<file path="src/hdl/two_way_actuated_signal_control_assert.svh">
`ifndef TWO_WAY_ACTUATED_SIGNAL_CONTROL_ASSERT_SVH
`define TWO_WAY_ACTUATED_SIGNAL_CONTROL_ASSERT_SVH

// same-cycle check
`define TASC_ASSERT_NOW(label, clk, rst_n, cond) \
    label: assert property (@(posedge clk) disable iff (!rst_n) (cond)) \
        else $error("tasc assertion failed");

// condition implies consequence in the next cycle
`define TASC_ASSERT_NEXT(label, clk, rst_n, ante, cons) \
    label: assert property (@(posedge clk) disable iff (!rst_n) (ante) |=> (cons)) \
        else $error("tasc assertion failed");

`endif

</file>
<file path="src/hdl/tasc_pkg.sv">
package tasc_pkg;

    localparam int unsigned TIME_W   = 32;
    localparam int unsigned TRAVEL_W = 20;
    localparam int unsigned DUR_W    = 16;
    localparam int unsigned LIGHT_W  = 2;
    localparam int unsigned CFG_IDX_W  = 2;
    localparam int unsigned CFG_DATA_W = 32;

    localparam logic [CFG_IDX_W-1:0] CFG_TRAVEL_TIME = 2'd0;
    localparam logic [CFG_IDX_W-1:0] CFG_MIN_GREEN   = 2'd1;
    localparam logic [CFG_IDX_W-1:0] CFG_AMBER       = 2'd2;

    localparam logic [TRAVEL_W-1:0] TRAVEL_RST    = 20'd5000;
    localparam logic [DUR_W-1:0]    MIN_GREEN_RST = 16'd10000;
    localparam logic [DUR_W-1:0]    AMBER_RST     = 16'd1000;

    typedef enum logic [LIGHT_W-1:0] {
        PH_RED       = 2'd0,
        PH_RED_AMBER = 2'd1,
        PH_GREEN     = 2'd2,
        PH_AMBER     = 2'd3
    } t_phase;

    typedef struct packed {
        logic [TIME_W-1:0] now_ms;
        logic              car_left;
        logic              car_right;
    } t_item;

    typedef struct packed {
        logic [TRAVEL_W-1:0] travel_time_ms;
        logic [DUR_W-1:0]    min_green_ms;
        logic [DUR_W-1:0]    amber_ms;
    } t_cfg;

    typedef struct packed {
        logic valid;
        logic take;
    } t_hs;

endpackage

</file>
<file path="src/hdl/tasc_if.sv">
interface tasc_item_if import tasc_pkg::*; ();
    logic              valid;
    logic              ready;
    logic [TIME_W-1:0] now_ms;
    logic              car_left;
    logic              car_right;

    modport source (output valid, now_ms, car_left, car_right, input ready);
    modport sink (input valid, now_ms, car_left, car_right, output ready);
endinterface

interface tasc_result_if import tasc_pkg::*; ();
    logic               valid;
    logic               ready;
    logic [LIGHT_W-1:0] left_light;
    logic [LIGHT_W-1:0] right_light;

    modport source (output valid, left_light, right_light, input ready);
    modport sink (input valid, left_light, right_light, output ready);
endinterface

interface tasc_cfg_if import tasc_pkg::*; ();
    logic                  valid;
    logic                  ready;
    logic [CFG_IDX_W-1:0]  index;
    logic [CFG_DATA_W-1:0] data;

    modport source (output valid, index, data, input ready);
    modport sink (input valid, index, data, output ready);
endinterface

</file>
<file path="src/hdl/two_way_actuated_signal_control.sv">
// Two-way vehicle-actuated signal controller.
// i_item carries a request: the current millisecond time and car-present
// flags for the left and right approaches. o_result returns one result per
// request: both light phases (0 red, 1 red+amber, 2 green, 3 amber) after
// the update. i_cfg writes travel time (index 0), minimum green (index 1)
// and amber time (index 2); it is always ready. The user must write it only
// while idle; the block itself does not enforce this. An accepted request
// lands in the input register, then passes the combinational phase update
// into the result register, which drives o_result. Throughput: one request
// per cycle while o_result takes each result.
// Reset: both sides red, the left side counts as having had the last green
// so the right side is served first, clearance deadline zero, phase
// deadline 10000 ms, registers back to 5000 / 10000 / 1000 ms.
// Stall: a result not taken holds in the result register; one more request
// waits in the input register, then i_item.ready drops until o_result
// drains.
module two_way_actuated_signal_control import tasc_pkg::*; (
    input  logic          i_clk,
    input  logic          i_rst_n,
    tasc_item_if.sink     i_item,
    tasc_cfg_if.sink      i_cfg,
    tasc_result_if.source o_result
);

    t_cfg  cfg;
    t_hs   hs;
    t_item item;
    logic  take;

    tasc_cfg_regs u_cfg (
        .i_clk   (i_clk),
        .i_rst_n (i_rst_n),
        .i_cfg   (i_cfg),
        .o_cfg   (cfg)
    );

    tasc_in_stage u_in (
        .i_clk   (i_clk),
        .i_rst_n (i_rst_n),
        .i_item  (i_item),
        .i_take  (take),
        .o_hs    (hs),
        .o_item  (item)
    );

    tasc_core u_core (
        .i_clk   (i_clk),
        .i_rst_n (i_rst_n),
        .i_cfg   (cfg),
        .i_hs    (hs),
        .i_item  (item),
        .o_take  (take),
        .o_res   (o_result)
    );

endmodule

</file>
<file path="src/hdl/tasc_cfg_regs.sv">
module tasc_cfg_regs import tasc_pkg::*; (
    input  logic           i_clk,
    input  logic           i_rst_n,
    tasc_cfg_if.sink       i_cfg,
    output t_cfg           o_cfg
);

    t_cfg r_cfg;

    assign i_cfg.ready = 1'b1;
    assign o_cfg       = r_cfg;

    always_ff @(posedge i_clk) begin
        if (!i_rst_n) begin
            r_cfg.travel_time_ms <= TRAVEL_RST;
            r_cfg.min_green_ms   <= MIN_GREEN_RST;
            r_cfg.amber_ms       <= AMBER_RST;
        end else if (i_cfg.valid) begin
            case (i_cfg.index)
                CFG_TRAVEL_TIME: r_cfg.travel_time_ms <= i_cfg.data[TRAVEL_W-1:0];
                CFG_MIN_GREEN:   r_cfg.min_green_ms   <= i_cfg.data[DUR_W-1:0];
                CFG_AMBER:       r_cfg.amber_ms       <= i_cfg.data[DUR_W-1:0];
                default: ;
            endcase
        end
    end

endmodule

</file>
<file path="src/hdl/tasc_in_stage.sv">
module tasc_in_stage import tasc_pkg::*; (
    input  logic      i_clk,
    input  logic      i_rst_n,
    tasc_item_if.sink i_item,
    input  logic      i_take,
    output t_hs       o_hs,
    output t_item     o_item
);

    logic  r_vld;
    t_item r_item;
    logic  accept;

    assign i_item.ready = !r_vld || i_take;
    assign accept       = i_item.valid && i_item.ready;
    assign o_hs.valid   = r_vld;
    assign o_hs.take    = i_take;
    assign o_item       = r_item;

    always_ff @(posedge i_clk) begin
        if (!i_rst_n) begin
            r_vld <= 1'b0;
        end else if (accept) begin
            r_vld <= 1'b1;
        end else if (i_take) begin
            r_vld <= 1'b0;
        end
    end

    always_ff @(posedge i_clk) begin
        if (accept) begin
            r_item.now_ms    <= i_item.now_ms;
            r_item.car_left  <= i_item.car_left;
            r_item.car_right <= i_item.car_right;
        end
    end

endmodule

</file>
<file path="src/hdl/tasc_core.sv">
`include "two_way_actuated_signal_control_assert.svh"

module tasc_core import tasc_pkg::*; (
    input  logic          i_clk,
    input  logic          i_rst_n,
    input  t_cfg          i_cfg,
    input  t_hs           i_hs,
    input  t_item         i_item,
    output logic          o_take,
    tasc_result_if.source o_res
);

    t_phase            r_left, r_right, n_left, n_right;
    logic              r_last_left, n_last_left;
    logic [TIME_W-1:0] r_clr_dl, n_clr_dl;
    logic [TIME_W-1:0] r_ph_dl, n_ph_dl;
    logic              r_res_vld;
    t_phase            r_res_left, r_res_right;

    logic [TIME_W-1:0] amber_w, min_green_w, travel_w, amber_start, ra_end, now;
    logic              cl, cr, take;
    logic              l_red, l_ra, l_amb, l_grn, r_red, r_ra, r_amb, r_grn, extend;

    assign take   = i_hs.valid && (!r_res_vld || o_res.ready);
    assign o_take = take;

    assign now         = i_item.now_ms;
    assign cl          = i_item.car_left;
    assign cr          = i_item.car_right;
    assign amber_w     = {{(TIME_W-DUR_W){1'b0}}, i_cfg.amber_ms};
    assign min_green_w = {{(TIME_W-DUR_W){1'b0}}, i_cfg.min_green_ms};
    assign travel_w    = {{(TIME_W-TRAVEL_W){1'b0}}, i_cfg.travel_time_ms};
    assign amber_start = r_ph_dl - amber_w;
    assign ra_end      = r_clr_dl + amber_w;

    assign l_red = (r_left == PH_AMBER) && (now >= r_ph_dl);
    assign l_ra  = (r_left == PH_RED) && cl && (r_right == PH_RED) &&
                   (now >= r_clr_dl) && !r_last_left;
    assign l_amb = (r_left == PH_GREEN) && cr && (now >= amber_start);
    assign l_grn = (r_left == PH_RED_AMBER) && (now >= ra_end);

    assign r_red = (r_right == PH_AMBER) && (now >= r_ph_dl);
    assign r_ra  = (r_right == PH_RED) && cr && (r_left == PH_RED) &&
                   (now >= r_clr_dl) && r_last_left;
    assign r_amb = (r_right == PH_GREEN) && cl && (now >= amber_start);
    assign r_grn = (r_right == PH_RED_AMBER) && (now >= ra_end);

    assign extend = (cl && (r_left == PH_GREEN || r_left == PH_AMBER)) ||
                    (cr && (r_right == PH_GREEN || r_right == PH_AMBER));

    // later conditions override earlier ones
    always_comb begin
        n_left      = r_left;
        n_right     = r_right;
        n_last_left = r_last_left;
        n_clr_dl    = r_clr_dl;
        n_ph_dl     = r_ph_dl;
        if (extend) begin
            n_clr_dl = now + travel_w;
        end
        if (l_red) begin
            n_left = PH_RED;
        end
        if (l_ra) begin
            n_left      = PH_RED_AMBER;
            n_last_left = 1'b1;
            n_clr_dl    = now;
            n_ph_dl     = now + min_green_w;
        end
        if (l_amb) begin
            n_left  = PH_AMBER;
            n_ph_dl = now + amber_w;
        end
        if (l_grn) begin
            n_left = PH_GREEN;
        end
        if (r_red) begin
            n_right = PH_RED;
        end
        if (r_ra) begin
            n_right     = PH_RED_AMBER;
            n_last_left = 1'b0;
            n_clr_dl    = now;
            n_ph_dl     = now + min_green_w;
        end
        if (r_amb) begin
            n_right = PH_AMBER;
            n_ph_dl = now + amber_w;
        end
        if (r_grn) begin
            n_right = PH_GREEN;
        end
    end

    always_ff @(posedge i_clk) begin
        if (!i_rst_n) begin
            r_left      <= PH_RED;
            r_right     <= PH_RED;
            r_last_left <= 1'b1;
            r_clr_dl    <= '0;
            r_ph_dl     <= {{(TIME_W-DUR_W){1'b0}}, MIN_GREEN_RST};
            r_res_vld   <= 1'b0;
        end else begin
            if (take) begin
                r_left      <= n_left;
                r_right     <= n_right;
                r_last_left <= n_last_left;
                r_clr_dl    <= n_clr_dl;
                r_ph_dl     <= n_ph_dl;
                r_res_vld   <= 1'b1;
            end else if (o_res.ready) begin
                r_res_vld   <= 1'b0;
            end
        end
    end

    always_ff @(posedge i_clk) begin
        if (take) begin
            r_res_left  <= n_left;
            r_res_right <= n_right;
        end
    end

    assign o_res.valid       = r_res_vld;
    assign o_res.left_light  = r_res_left;
    assign o_res.right_light = r_res_right;

    `TASC_ASSERT_NOW(a_one_side_open, i_clk, i_rst_n, (r_left == PH_RED) || (r_right == PH_RED))
    `TASC_ASSERT_NOW(a_stall_blocks, i_clk, i_rst_n, !(r_res_vld && !o_res.ready) || !take)
    `TASC_ASSERT_NEXT(a_take_fills, i_clk, i_rst_n, take, r_res_vld)
    `TASC_ASSERT_NEXT(a_state_hold, i_clk, i_rst_n, !take, $stable(r_left) && $stable(r_right))

endmodule
</file>
<file path="src/flat_wrapper.sv">
// flat-port wrapper written by rule: the top's interface ports become plain ports
module two_way_actuated_signal_control_flat import tasc_pkg::*;
  (i_clk, i_rst_n, i_item_valid, i_item_now_ms, i_item_car_left, i_item_car_right, i_item_ready, i_cfg_valid, i_cfg_index, i_cfg_data, i_cfg_ready, o_result_valid, o_result_left_light, o_result_right_light, o_result_ready);
  tasc_item_if i_item_i ();
  tasc_cfg_if i_cfg_i ();
  tasc_result_if o_result_i ();
  input  logic i_clk;
  input  logic i_rst_n;
  input wire logic [$bits(i_item_i.valid)-1:0] i_item_valid;
  input wire logic [$bits(i_item_i.now_ms)-1:0] i_item_now_ms;
  input wire logic [$bits(i_item_i.car_left)-1:0] i_item_car_left;
  input wire logic [$bits(i_item_i.car_right)-1:0] i_item_car_right;
  output wire logic [$bits(i_item_i.ready)-1:0] i_item_ready;
  input wire logic [$bits(i_cfg_i.valid)-1:0] i_cfg_valid;
  input wire logic [$bits(i_cfg_i.index)-1:0] i_cfg_index;
  input wire logic [$bits(i_cfg_i.data)-1:0] i_cfg_data;
  output wire logic [$bits(i_cfg_i.ready)-1:0] i_cfg_ready;
  output wire logic [$bits(o_result_i.valid)-1:0] o_result_valid;
  output wire logic [$bits(o_result_i.left_light)-1:0] o_result_left_light;
  output wire logic [$bits(o_result_i.right_light)-1:0] o_result_right_light;
  input wire logic [$bits(o_result_i.ready)-1:0] o_result_ready;
  assign i_item_i.valid = i_item_valid;
  assign i_item_i.now_ms = i_item_now_ms;
  assign i_item_i.car_left = i_item_car_left;
  assign i_item_i.car_right = i_item_car_right;
  assign i_item_ready = i_item_i.ready;
  assign i_cfg_i.valid = i_cfg_valid;
  assign i_cfg_i.index = i_cfg_index;
  assign i_cfg_i.data = i_cfg_data;
  assign i_cfg_ready = i_cfg_i.ready;
  assign o_result_valid = o_result_i.valid;
  assign o_result_left_light = o_result_i.left_light;
  assign o_result_right_light = o_result_i.right_light;
  assign o_result_i.ready = o_result_ready;
  two_way_actuated_signal_control u_core (.i_clk(i_clk), .i_rst_n(i_rst_n), .i_item(i_item_i), .i_cfg(i_cfg_i), .o_result(o_result_i));
endmodule
</file>
<file path="config.mk">
export PLATFORM = sky130hd
export DESIGN_NAME = two_way_actuated_signal_control_flat
export DESIGN_NICKNAME = d
export VERILOG_FILES = /design/src/hdl/tasc_pkg.sv /design/src/hdl/tasc_if.sv /design/src/hdl/two_way_actuated_signal_control.sv /design/src/hdl/tasc_cfg_regs.sv /design/src/hdl/tasc_in_stage.sv /design/src/hdl/tasc_core.sv /design/src/flat_wrapper.sv
export VERILOG_INCLUDE_DIRS = /design/src /design/src/hdl
export SDC_FILE = /design/constraint.sdc
export NUM_CORES = 1
export LEC_CHECK = 0
export ABC_AREA = 1
export BUFFER_PORTS_ARGS = -buffer_cell sky130_fd_sc_hd__buf_2
export CAP_MARGIN = 20
export CORE_AREA = 2 2 183 185
export CTS_BUF_LIST = sky130_fd_sc_hd__clkbuf_8
export CTS_CLUSTER_SIZE = 30
export DETAILED_ROUTE_END_ITERATION = 10
export DIE_AREA = 0 0 185 187
export PLACE_DENSITY = 0.66
export SETUP_SLACK_MARGIN = 0.3
export SKIP_LAST_GASP = 1
export SYNTH_ARGS = -nofsm -noshare
export SYNTH_HDL_FRONTEND = slang
export SYNTH_SLANG_ARGS = --single-unit
</file>
<file path="constraint.sdc">
create_clock -name i_clk -period 7.2 [get_ports i_clk]
set_input_delay 0 -clock i_clk [delete_from_list [all_inputs] [get_ports i_clk]]
set_output_delay 0 -clock i_clk [all_outputs]
set_load 0.02 [all_outputs]
</file>
After elaboration in Yosys (flattened, before gate mapping)
Cells that the tools add are included.

Add/sub/neg operators: 5. $mul: 0. Divide/modulo/power cells: 0. Order comparisons: 4. Eq/ne operators: 8. Shift-type cells: 0. Muxes and demuxes: 21. Bitwise logic cells: 0. Reductions and logical operators: 42.

Operator list (number): 32-bit 2-to-1 mux (7); 32-bit greater-or-equal comparator (4); 32-bit by 16-bit adder with 32-bit output (3); 32-bit by 20-bit adder with 32-bit output (1); 32-bit by 16-bit subtractor with 32-bit output (1); 1-bit logical AND (20); 2-bit 2-to-1 mux (8); 2-bit AND reduction (6); 2-bit equality test (second input constant) (5); 2-bit by 1-bit equality test with 1-bit output (second input constant) (3); 2-bit zero test (3); 1-bit 2-to-1 mux (6); 2-bit nonzero test (3); 1-bit logical OR (5); 4-bit nonzero test (1); 1-bit zero test (3); 3-bit nonzero test (1).

Flip-flop bits (word level): 161. Latch bits: 0. Bits in writable memories: 0. Bits in read-only memories: 0. Input bits: 73. Output and inout port bits: 7. Memories: 0.

Longest topological paths before layout
Gate-level depths: netlist (run 1).

Word-level depth: 9. Mapped depth: 32.

Hierarchy
From an unflattened synthesis (run 1), not the netlist that was laid out.

Cells, all modules: 2443. Area total of the unflattened synthesis: 15886.5 µm².

Modules (own cells, without submodules): tasc_core (times used 1, cells an instance 2091, area an instance 12679.7 µm², seq. area each 1521.5 µm²); tasc_cfg_regs (times used 1, cells an instance 309, area an instance 2119.5 µm², seq. area each 1041.0 µm²); tasc_in_stage (times used 1, cells an instance 43, area an instance 1087.3 µm², seq. area each 1041.0 µm²).

Worst setup path before layout (run 1)
No wires, ideal clock.

Kind: register to register. Start point: register u_core.u_cfg.r_cfg, in the netlist u_core.u_cfg.o_cfg[2]. End point: register u_core.u_core.r_ph_dl[26]. Data arrival time: 3.700 ns. Setup slack: 3.388 ns. Stages on the path, launching flop included: 28. Path buffers: 1. Cells stage by stage: dfxtp_1 inv_1 ha_1 a21oi_1 nand2_1 a21oi_1 o21ai_1 a21boi_0 o21ai_1 nand2_1 nand2_1 nand2_1 nand2_1 nand2_1 nand2_1 ha_1 a21oi_1 o21a_1 nand2_1 a21oi_2 nand2_4 nand2_4 nand2_4 o21ai_4 buf_4 nand2_1 nand2_1 nor2_1.

Longest elaborated chain between the ends: 6. Elaborated cells on any way between the ends: 10.

RTL lines: start: declaration (line tasc_cfg_regs.sv:8) `t_cfg r_cfg;`; 32-bit by 16-bit subtractor with 32-bit output (line tasc_core.sv:33) `assign amber_start = r_ph_dl - amber_w;`; 32-bit greater-or-equal comparator (line tasc_core.sv:39, tasc_core.sv:45); 1-bit logical AND (line tasc_core.sv:39) `assign l_amb = (r_left == PH_GREEN) && cr && (now >= amber_start);`; 32-bit 2-to-1 mux (line tasc_core.sv:70) `if (l_amb) begin`; 32-bit 2-to-1 mux (line tasc_core.sv:80) `if (r_ra) begin`; 32-bit 2-to-1 mux (line tasc_core.sv:86) `if (r_amb) begin`; end signal: assignment (line tasc_core.sv:101) `r_ph_dl <= {{(TIME_W-DUR_W){1'b0}}, MIN_GREEN_RST};`; end signal: assignment (line tasc_core.sv:109) `r_ph_dl <= n_ph_dl;`; end: declaration (line tasc_core.sv:16) `logic [TIME_W-1:0] r_ph_dl, n_ph_dl;`.

Parallel ways exist; a longest one is shown, timed or not. A chain may end at the register's enable or synchronous reset.

Worst setup path in the final report (run 1)
Start point: register u_core.u_cfg.r_cfg, in the netlist u_core.u_cfg.o_cfg[1]. End point: register u_core.u_core.r_ph_dl[28].

The elaborated chain is that of the path after synthesis.

==> results of run 1 <==
layout make-up:
| class | count | area [um^2] | share of cell area, % |
|---|---|---|---|
| multi-input combinational | 2011 | 11020 | 61.88 |
| inverter | 324 | 1216 | 6.829 |
| clock inverter | 12 | 117.6 | 0.6604 |
| clock buffer | 20 | 275.3 | 1.546 |
| timing repair buffer | 137 | 1016 | 5.705 |
| tap | 448 | 560.5 | 3.147 |
| sequential | 161 | 3603 | 20.23 |
Yosys cell counts, types with 6 or more instances:
master | instances | area share, %
nand2_1 | 796 | 19
inv_1 | 317 | 7.4
nor2_1 | 309 | 7.2
ha_1 | 212 | 17
a21oi_1 | 171 | 5.3
o21ai_0 | 151 | 4.7
nand3_1 | 124 | 3.9
dfxtp_1 | 123 | 15
xor2_1 | 67 | 3.7
xnor2_1 | 39 | 2.1
edfxtp_1 | 38 | 7.1
nor3_1 | 24 | 0.75
clkbuf_1 | 23 | 0.54
nand4_1 | 22 | 0.86
buf_2 | 13 | 0.40
nor4_1 | 11 | 0.43
o211ai_1 | 9 | 0.42
o21a_1 | 9 | 0.42
o21ai_1 | 8 | 0.25
o21bai_1 | 6 | 0.28
cell families (layout without fill, tap and decap cells):
kind of cell	after synthesis	in the layout	synth area share, %
buffers and inverters	369	493	8.979
adder cells (fa/ha/maj)	217	217	17.13
AND/OR/NAND/NOR	1311	1311	33.10
AO/OA/AOI/OAI	376	376	12.56
XOR/XNOR	106	106	5.778
flip-flops	161	161	22.43
other	1	1	0.02334
cells in the final DEF (no fill, tap or decap), types with 2 or more instances in the layout:
| cell type | instances |
|---|---|
| dlygate4sd3_1 | 61 |
| nand2_1 | 796 |
| o21ai_2 | 2 |
| buf_4 | 10 |
| o21bai_1 | 6 |
| a31oi_1 | 4 |
| o21ai_1 | 8 |
| xor2_1 | 67 |
| buf_2 | 65 |
| o21a_1 | 9 |
| a21oi_2 | 4 |
| o211ai_1 | 9 |
| or2_2 | 3 |
| inv_4 | 2 |
| o21ai_0 | 151 |
| nor3_1 | 24 |
| nand2_2 | 3 |
| a21o_1 | 2 |
| clkinv_1 | 4 |
| clkbuf_8 | 20 |
| nand3_1 | 124 |
| a21boi_0 | 4 |
| nor4_1 | 11 |
| and3_1 | 4 |
| nor3_2 | 2 |
| fa_1 | 5 |
| nor3_4 | 3 |
| dfxtp_1 | 123 |
| a21oi_1 | 171 |
| inv_1 | 316 |
| nor2_1 | 309 |
| nand4_1 | 22 |
| edfxtp_1 | 38 |
| clkinv_4 | 2 |
| ha_1 | 212 |
| inv_6 | 6 |
| inv_2 | 4 |
| nand2_4 | 4 |
| xnor2_1 | 39 |
layer usage:
layer | vias to the layer above | wire length (um) | global-route usage, %
li1 | 8434 | - | -
met4 | 0 | 1625 | 9.921
met3 | 81 | 4308 | 5.199
met2 | 569 | 23450 | 50.48
met5 | - | 0 | 0
met1 | 7668 | 25080 | 44.58
report_power, final:
group / switching (uW) / internal [uW]
Sequential: 86.0 / 982
Combinational: 738 / 424
Clock: 398 / 309
Total: 1220 / 1720
final timing paths:
path / from / endpoint / slack, ns / cells after the start
worst max-delay path: u_core.u_cfg.o_cfg[1] / u_core.u_core.r_ph_dl[28] / 1.72 / 26
worst min-delay path: i_cfg_index[1] / u_core.u_cfg.o_cfg[24] / 0.04 / 5
worst max register to register: u_core.u_cfg.o_cfg[1] / u_core.u_core.r_ph_dl[28] / 1.72 / 26
worst min register to register: u_core.u_cfg.o_cfg[20] / u_core.u_cfg.o_cfg[20] / 0.48 / 2
registers in the layout, indices dropped and copies added, names as in the netlist:
signal and count:
u_core.u_in.r_vld 1, u_core.u_core.o_res.valid 1, u_core.u_in.o_item 34, u_core.u_core.o_res.left_light 2, u_core.u_core.r_ph_dl 32, u_core.u_cfg.o_cfg 52
u_core.u_core.r_right 2, u_core.u_core.o_res.right_light 2, u_core.u_core.r_clr_dl 32, u_core.u_core.r_last_left 1, u_core.u_core.r_left 2
per-stage QoR:
stage / total power (uW) / hold WS (ns)
finish: 2937 / 0.04441
global route: 3145 / 0.05102
CTS: 2934 / 0.004733
detailed placement: 2200 / 0.1781
global placement: 2171 / 0.1764
floorplan: 1885 / 0.09887
worst max-delay path: cells and delay by family, from the launching register on:
family	cells	cell delay (ns)
fa+ha+maj	2	0.61
compound gates	9	2.17
simple gates	13	1.46
flops	1	0.46
buf+inv	2	0.65
==> results.txt, run 1 <==
----------------------------------------------------
[Run status]
  Run status ... finished clean

[STA]
  Max Fclk ... 0.1826 GHz
  Min cycle time layout ... 5.477 ns
  Rel. slew slack ... 29.22%
  Setup repair after global routing missed its margin ... false
  Clock tree skew after final layout ... 0.01213 ns
  Minimum setup slack in the final design ... 1.723 ns
  Post-route fraction of the period consumed by the critical path ... 76.07%
  Final setup vio count ... 0
  Final Hold Viols ... 0
  Worst Max-Slew Pin Slew ... 1.052 ns
  Setup TNS ... 0 ns
  Max Slew Vio Count ... 0

[Logic synthesis]
  Number of different library cells in the post-synthesis netlist ... 50
  Ys flop type ... dfxtp_1
  Fraction of the yosys area taken by sequential cells ... 22.43%
  Number of synthesized flops with an enable pin ... 38
  Synthesized instance count ... 2541
  Share of flip-flops with an asynchronous set or reset ... 0%
  Netlist Area Pre-Place ... 16070 um^2
  Total number of yosys warnings ... 0
  Flip-flop and latch count after synthesis ... 161
  Net count after synthesis ... 2831
  Mean Syn Cell Area ... 6.323 um^2

[Power]
  Power per standard cell area ... 164.9 nW/um^2
  Peak ir drop on the vdd network ... 166.4 uV
  Leakage Power ... 0.008972 uW

[Global routing]
  Maximum number of pins on one net before global-route repair ... 88
  First-pass GRT wire length ... 84760 um
  Total global routing track utilization ... 31.99%
  Gr ovfl total ... 0
  Antenna violations before repair ... 0
  Vias in the first global route ... 15800

[Place]
  Count of port buffers added during placement ... 66
  Placer congestion estimate ... 0.9807
  Dpl hpwl ... 43360 um
  Standard cell area after detailed placement ... 16800 um^2
  Inst Count DP ... 3019
  Post-placement setup slack ... 1.809 ns

[Clock network]
  Number of post-CTS setup repair buffers ... 0
  Worst-Skew Late Latency ... 0.51 ns
  Cells resized by post-CTS repair ... 0
  Number of buffers on the longest clock path ... 2
  Clock-pin slew on the worst setup and hold paths ... 0.09 ns
  Clock tree from TritonCTS ... yes
  Number of buffers added to fix hold violations after cts ... 61
  Clock root buffer master ... clkbuf_8
  Total clock sinks ... 161
  CTS Buf Count ... 17
  Maximum level of the CTS H-tree ... 4

[Job]
  MaxCap Viol Count ... 0

[Worst setup path]
  Critical path startpoint category ... flip-flop
  Largest fanout on the critical path ... 27
  Cell type with the highest occurrence count on the critical path ... nand2_1
  Crit path capture type ... flip-flop
  Endpoint arrival time on the critical path ... 5.89 ns
  Largest incremental delay on the critical path ... 0.58 ns
  Library cell contributing the largest single delay on the critical path ... o21ai_4
  Category of the critical setup timing path ... flip-flop to flip-flop
  Data required, critical path ... 7.62 ns

[Drt]
  Post-detailed-route via-to-cell ratio ... 5.381
  Average detailed-routed wire length per instance ... 17.50 um
  DR iter-0 viols ... 1366
  Detailed Route WL ... 54460 um
  Final routed DRC violation total ... 0
  Routed vias ... 16750
  Length of the first detailed-routing pass in iterations ... 7
  Routed Antenna Nets ... 0

[Layout]
  Fraction of layout instances using a drive strength above 1 ... 5.141%
  Post-Layout Inst Area ... 17810 um^2
  Final Core Density ... 54.20%
  Layout-stage area growth over the synthesis result ... 10.85%
  Number of filler instances in the final layout ... 3368
  # nets final ... 2942
  Post-route non-filler standard cell count ... 3113
  Antenna cells ... 0

[Floorplanning]
  Die span in x ... 185 um
  Initial core utilization ... 48.89%
  Total core area ... 32860 um^2
  Vert. Die Dim ... 187 um
  Die footprint ... 34600 um^2
  Count of standard-cell rows ... 67
  Boundary pin count ... 80

[Hold path]
  Type of the worst min-delay path ... input port to flip-flop

----------------------------------------------------
Power figures use the tool's default switching activity.
==> run 2: changes to the inputs <==
--- a/config.mk
+++ b/config.mk
@@ -14,7 +14,7 @@
 export CTS_CLUSTER_SIZE = 30
 export DETAILED_ROUTE_END_ITERATION = 10
 export DIE_AREA = 0 0 185 187
-export PLACE_DENSITY = 0.66
+export PLACE_DENSITY = 0.69
 export SETUP_SLACK_MARGIN = 0.3
 export SKIP_LAST_GASP = 1
 export SYNTH_ARGS = -nofsm -noshare
==> constraint.sdc (replaced) <==
create_clock -name i_clk -period 4.5 [get_ports i_clk]
set_input_delay 0 -clock i_clk [delete_from_list [all_inputs] [get_ports i_clk]]
set_output_delay 0 -clock i_clk [all_outputs]
set_load 0.02 [all_outputs]
==> run 2 against run 1 <==
Compared with the run above:
- fmax grew 29%
- via count grew 4.7%
- final cell count grew 2.4%
- setup slack lost 1.5 ns
- sequential power grew 57%
- core utilization grew 4.2 points
- count of clock-buffer cells in the layout shrank 1
- non-clock buffer count grew 76
- combinational power grew 92%
- worst hold slack gained 0.022 ns
- design area grew 7.8%
- critical path depth shrank 1
- largest cell class unchanged
==> results.txt, run 2 (synthesis gave the netlist of run 1 again) <==
----------------------------------------------------
[Global routing]
  Maximum number of pins on one net before global-route repair ... 78 (was 88)
  Antenna violations before repair ... 0 (unchanged)
  Vias in the first global route ... 16400 (was 15800)
  Gr ovfl total ... 0 (unchanged)
  First-pass GRT wire length ... 86850 um (was 84760 um)
  Total global routing track utilization ... 32.96% (was 31.99%)

[Clock network]
  Clock root buffer master ... clkbuf_8 (unchanged)
  CTS Buf Count ... 17 (unchanged)
  Number of buffers on the longest clock path ... 2 (unchanged)
  Worst-Skew Late Latency ... 0.53 ns (was 0.51 ns)
  Maximum level of the CTS H-tree ... 4 (unchanged)
  Clock-pin slew on the worst setup and hold paths ... 0.11 ns (was 0.09 ns)
  Total clock sinks ... 161 (unchanged)
  Clock tree from TritonCTS ... yes (unchanged)

[Layout]
  Most common cell after layout, fill and taps aside ... nand2_1 (unchanged)
  Antenna cells ... 0 (unchanged)
  Number of filler instances in the final layout ... 3174 (was 3368)
  Sequential cell area ... 3613 um^2 (was 3603 um^2)
  # nets final ... 3018 (was 2942)
  Fraction of layout instances using a drive strength above 1 ... 11.53% (was 5.141%)
  Most frequent cells in the layout ... nand2_1, inv_1, nor2_1, ha_1, a21oi_1 (unchanged)
  Flip-flop count of the largest register, all copies and words added ... 52 (unchanged)
  Final Core Density ... 58.42% (was 54.20%)
  Layout-stage area growth over the synthesis result ... 19.48% (was 10.85%)
  Area occupied by multi-input gates ... 11610 um^2 (was 11020 um^2)

[Power]
  Sum of internal, switching and leakage power ... 5004 uW (was 2937 uW)
  Power per standard cell area ... 260.7 nW/um^2 (was 164.9 nW/um^2)
  Leakage Power ... 0.009471 uW (was 0.008972 uW)
  Peak ir drop on the vdd network ... 217.6 uV (was 166.4 uV)

[Floorplanning]
  Vert. Die Dim ... 187 um (unchanged)
  Boundary pin count ... 80 (unchanged)
  Count of standard-cell rows ... 67 (unchanged)
  Die span in x ... 185 um (unchanged)
  Total core area ... 32860 um^2 (unchanged)
  Initial core utilization ... 48.89% (unchanged)
  Die footprint ... 34600 um^2 (unchanged)

[STA]
  Clock tree skew after final layout ... 0.02284 ns (was 0.01213 ns)
  Min cycle time layout ... 4.234 ns (was 5.477 ns)
  Post-route fraction of the period consumed by the critical path ... 94.10% (was 76.07%)
  Final Hold Viols ... 0 (unchanged)
  Setup repair after global routing missed its margin ... true (was false)
  Final setup vio count ... 0 (unchanged)
  Setup TNS ... 0 ns (unchanged)
  Max Slew Vio Count ... 0 (unchanged)
  Worst Max-Slew Pin Slew ... 0.9637 ns (was 1.052 ns)
  Max Fclk ... 0.2362 GHz (was 0.1826 GHz)
  Rel. slew slack ... 35.68% (was 29.22%)

[Worst setup path]
  Largest fanout on the critical path ... 7 (was 27)
  Crit path capture type ... flip-flop (unchanged)
  Category of the critical setup timing path ... flip-flop to flip-flop (unchanged)
  Critical path startpoint category ... flip-flop (unchanged)
  Endpoint arrival time on the critical path ... 4.65 ns (was 5.89 ns)
  Data required, critical path ... 4.92 ns (was 7.62 ns)

[Drt]
  Routed vias ... 17550 (was 16750)
  Length of the first detailed-routing pass in iterations ... 6 (was 7)
  Post-detailed-route via-to-cell ratio ... 5.502 (was 5.381)
  Average detailed-routed wire length per instance ... 18.22 um (was 17.50 um)
  Routed Antenna Nets ... 0 (unchanged)
  Detailed Route WL ... 58100 um (was 54460 um)
  Final routed DRC violation total ... 0 (unchanged)
  DR iter-0 viols ... 1572 (was 1366)

[Run status]
  Run status ... finished clean (unchanged)

[Place]
  Dpl hpwl ... 44410 um (was 43360 um)
  Placer congestion estimate ... 1.074 (was 0.9807)
  Count of port buffers added during placement ... 66 (unchanged)

[Hold path]
  Type of the worst min-delay path ... input port to flip-flop (unchanged)

[Job]
  MaxCap Viol Count ... 0 (unchanged)

----------------------------------------------------
## run 2: cell types whose count changed in the layout (fill, tap and decap cells not counted), sizes merged
cell | previous run | this run
clkinv | 7 | 9
clkinvlp | 0 | 1
buf | 75 | 142
inv | 328 | 327
clkbuf | 21 | 24
bufinv | 1 | 0
dlygate4sd3 | 61 | 66
## run 2: per-layer routing
layer,part of all wire (%),wire length [um],track usage (%),vias up
met3,8.2,4777,5.763,133
met2,43,24700,50.65,713
li1,-,-,-,8587
met4,3.9,2258,12.82,0
met1,45,26360,45.79,8112
met5,0,0,0,-
## run 2: power breakdown
group | leakage, uW | switching, uW | internal, uW
Sequential | 0.00138 | 112 | 1570
Clock | 0.000199 | 662 | 431
Combinational | 0.00790 | 1370 | 856
## run 2: repair_timing
| item | 4_1_cts | 5_1_grt |
|---|---|---|
| hold endpoints to repair | 96 | 0 |
| buffers inserted | 3 | 19 |
| pin swaps | 10 | 57 |
| gates cloned | 1 | 5 |
| setup endpoints to repair | 40 | 40 |
| gates resized for setup | 30 | 123 |
| hold buffers | 66 | 0 |
## run 2: final timing paths
path	start	endpoint	slack (ns)	depth (start not counted)
worst max-delay path	u_core.u_core.r_ph_dl[1]	u_core.u_core.r_ph_dl[20]	0.27	25
worst min-delay path	i_cfg_valid	u_core.u_cfg.o_cfg[3]	0.07	5
worst max register to register	u_core.u_core.r_ph_dl[1]	u_core.u_core.r_ph_dl[20]	0.27	25
worst min register to register	u_core.u_cfg.o_cfg[25]	u_core.u_cfg.o_cfg[25]	0.49	2
## run 2: critical path, stage by stage, from the launching register on
cell	delay (ns)
dfxtp_1	0.46
ha_1	0.28
nand3_1	0.14
nand2_1	0.12
a21oi_2	0.21
buf_4	0.16
o21ai_4	0.06
nand4_1	0.14
o211ai_1	0.24
nor2_2	0.19
nand2_1	0.09
xor2_1	0.15
ha_1	0.34
a21oi_2	0.14
o21a_1	0.13
nand2_2	0.07
a21oi_4	0.20
nand2_8	0.11
nand2_8	0.10
nand2_8	0.06
o21ai_4	0.21
buf_6	0.16
buf_12	0.14
nand2_1	0.07
nand2_1	0.06
nor2_1	0.05
## run 2: cell type report
cell class                 count  share of cell area [%]
clock inverter                13                  0.6127
tap                          448                   2.920
clock buffer                  19                   1.362
timing repair buffer         213                   9.418
inverter                     324                   6.368
multi-input combinational   2011                   60.50
sequential                   161                   18.82
## run 2: through the flow
step / setup WS (ns) / cells / area, um^2 / hold slack, ns
final: 0.2656 / 3189 / 19200 / 0.06632
after global routing: 0.08252 / 3189 / 19200 / 0.08842
after CTS: 0.3182 / 3165 / 18400 / 0.03413
after detailed placement: 0.06255 / 3063 / 17190 / 0.1781
after global placement: 0.1571 / 3063 / 17190 / 0.1760
after floorplan: 0.6883 / 2541 / 16070 / 0.09887
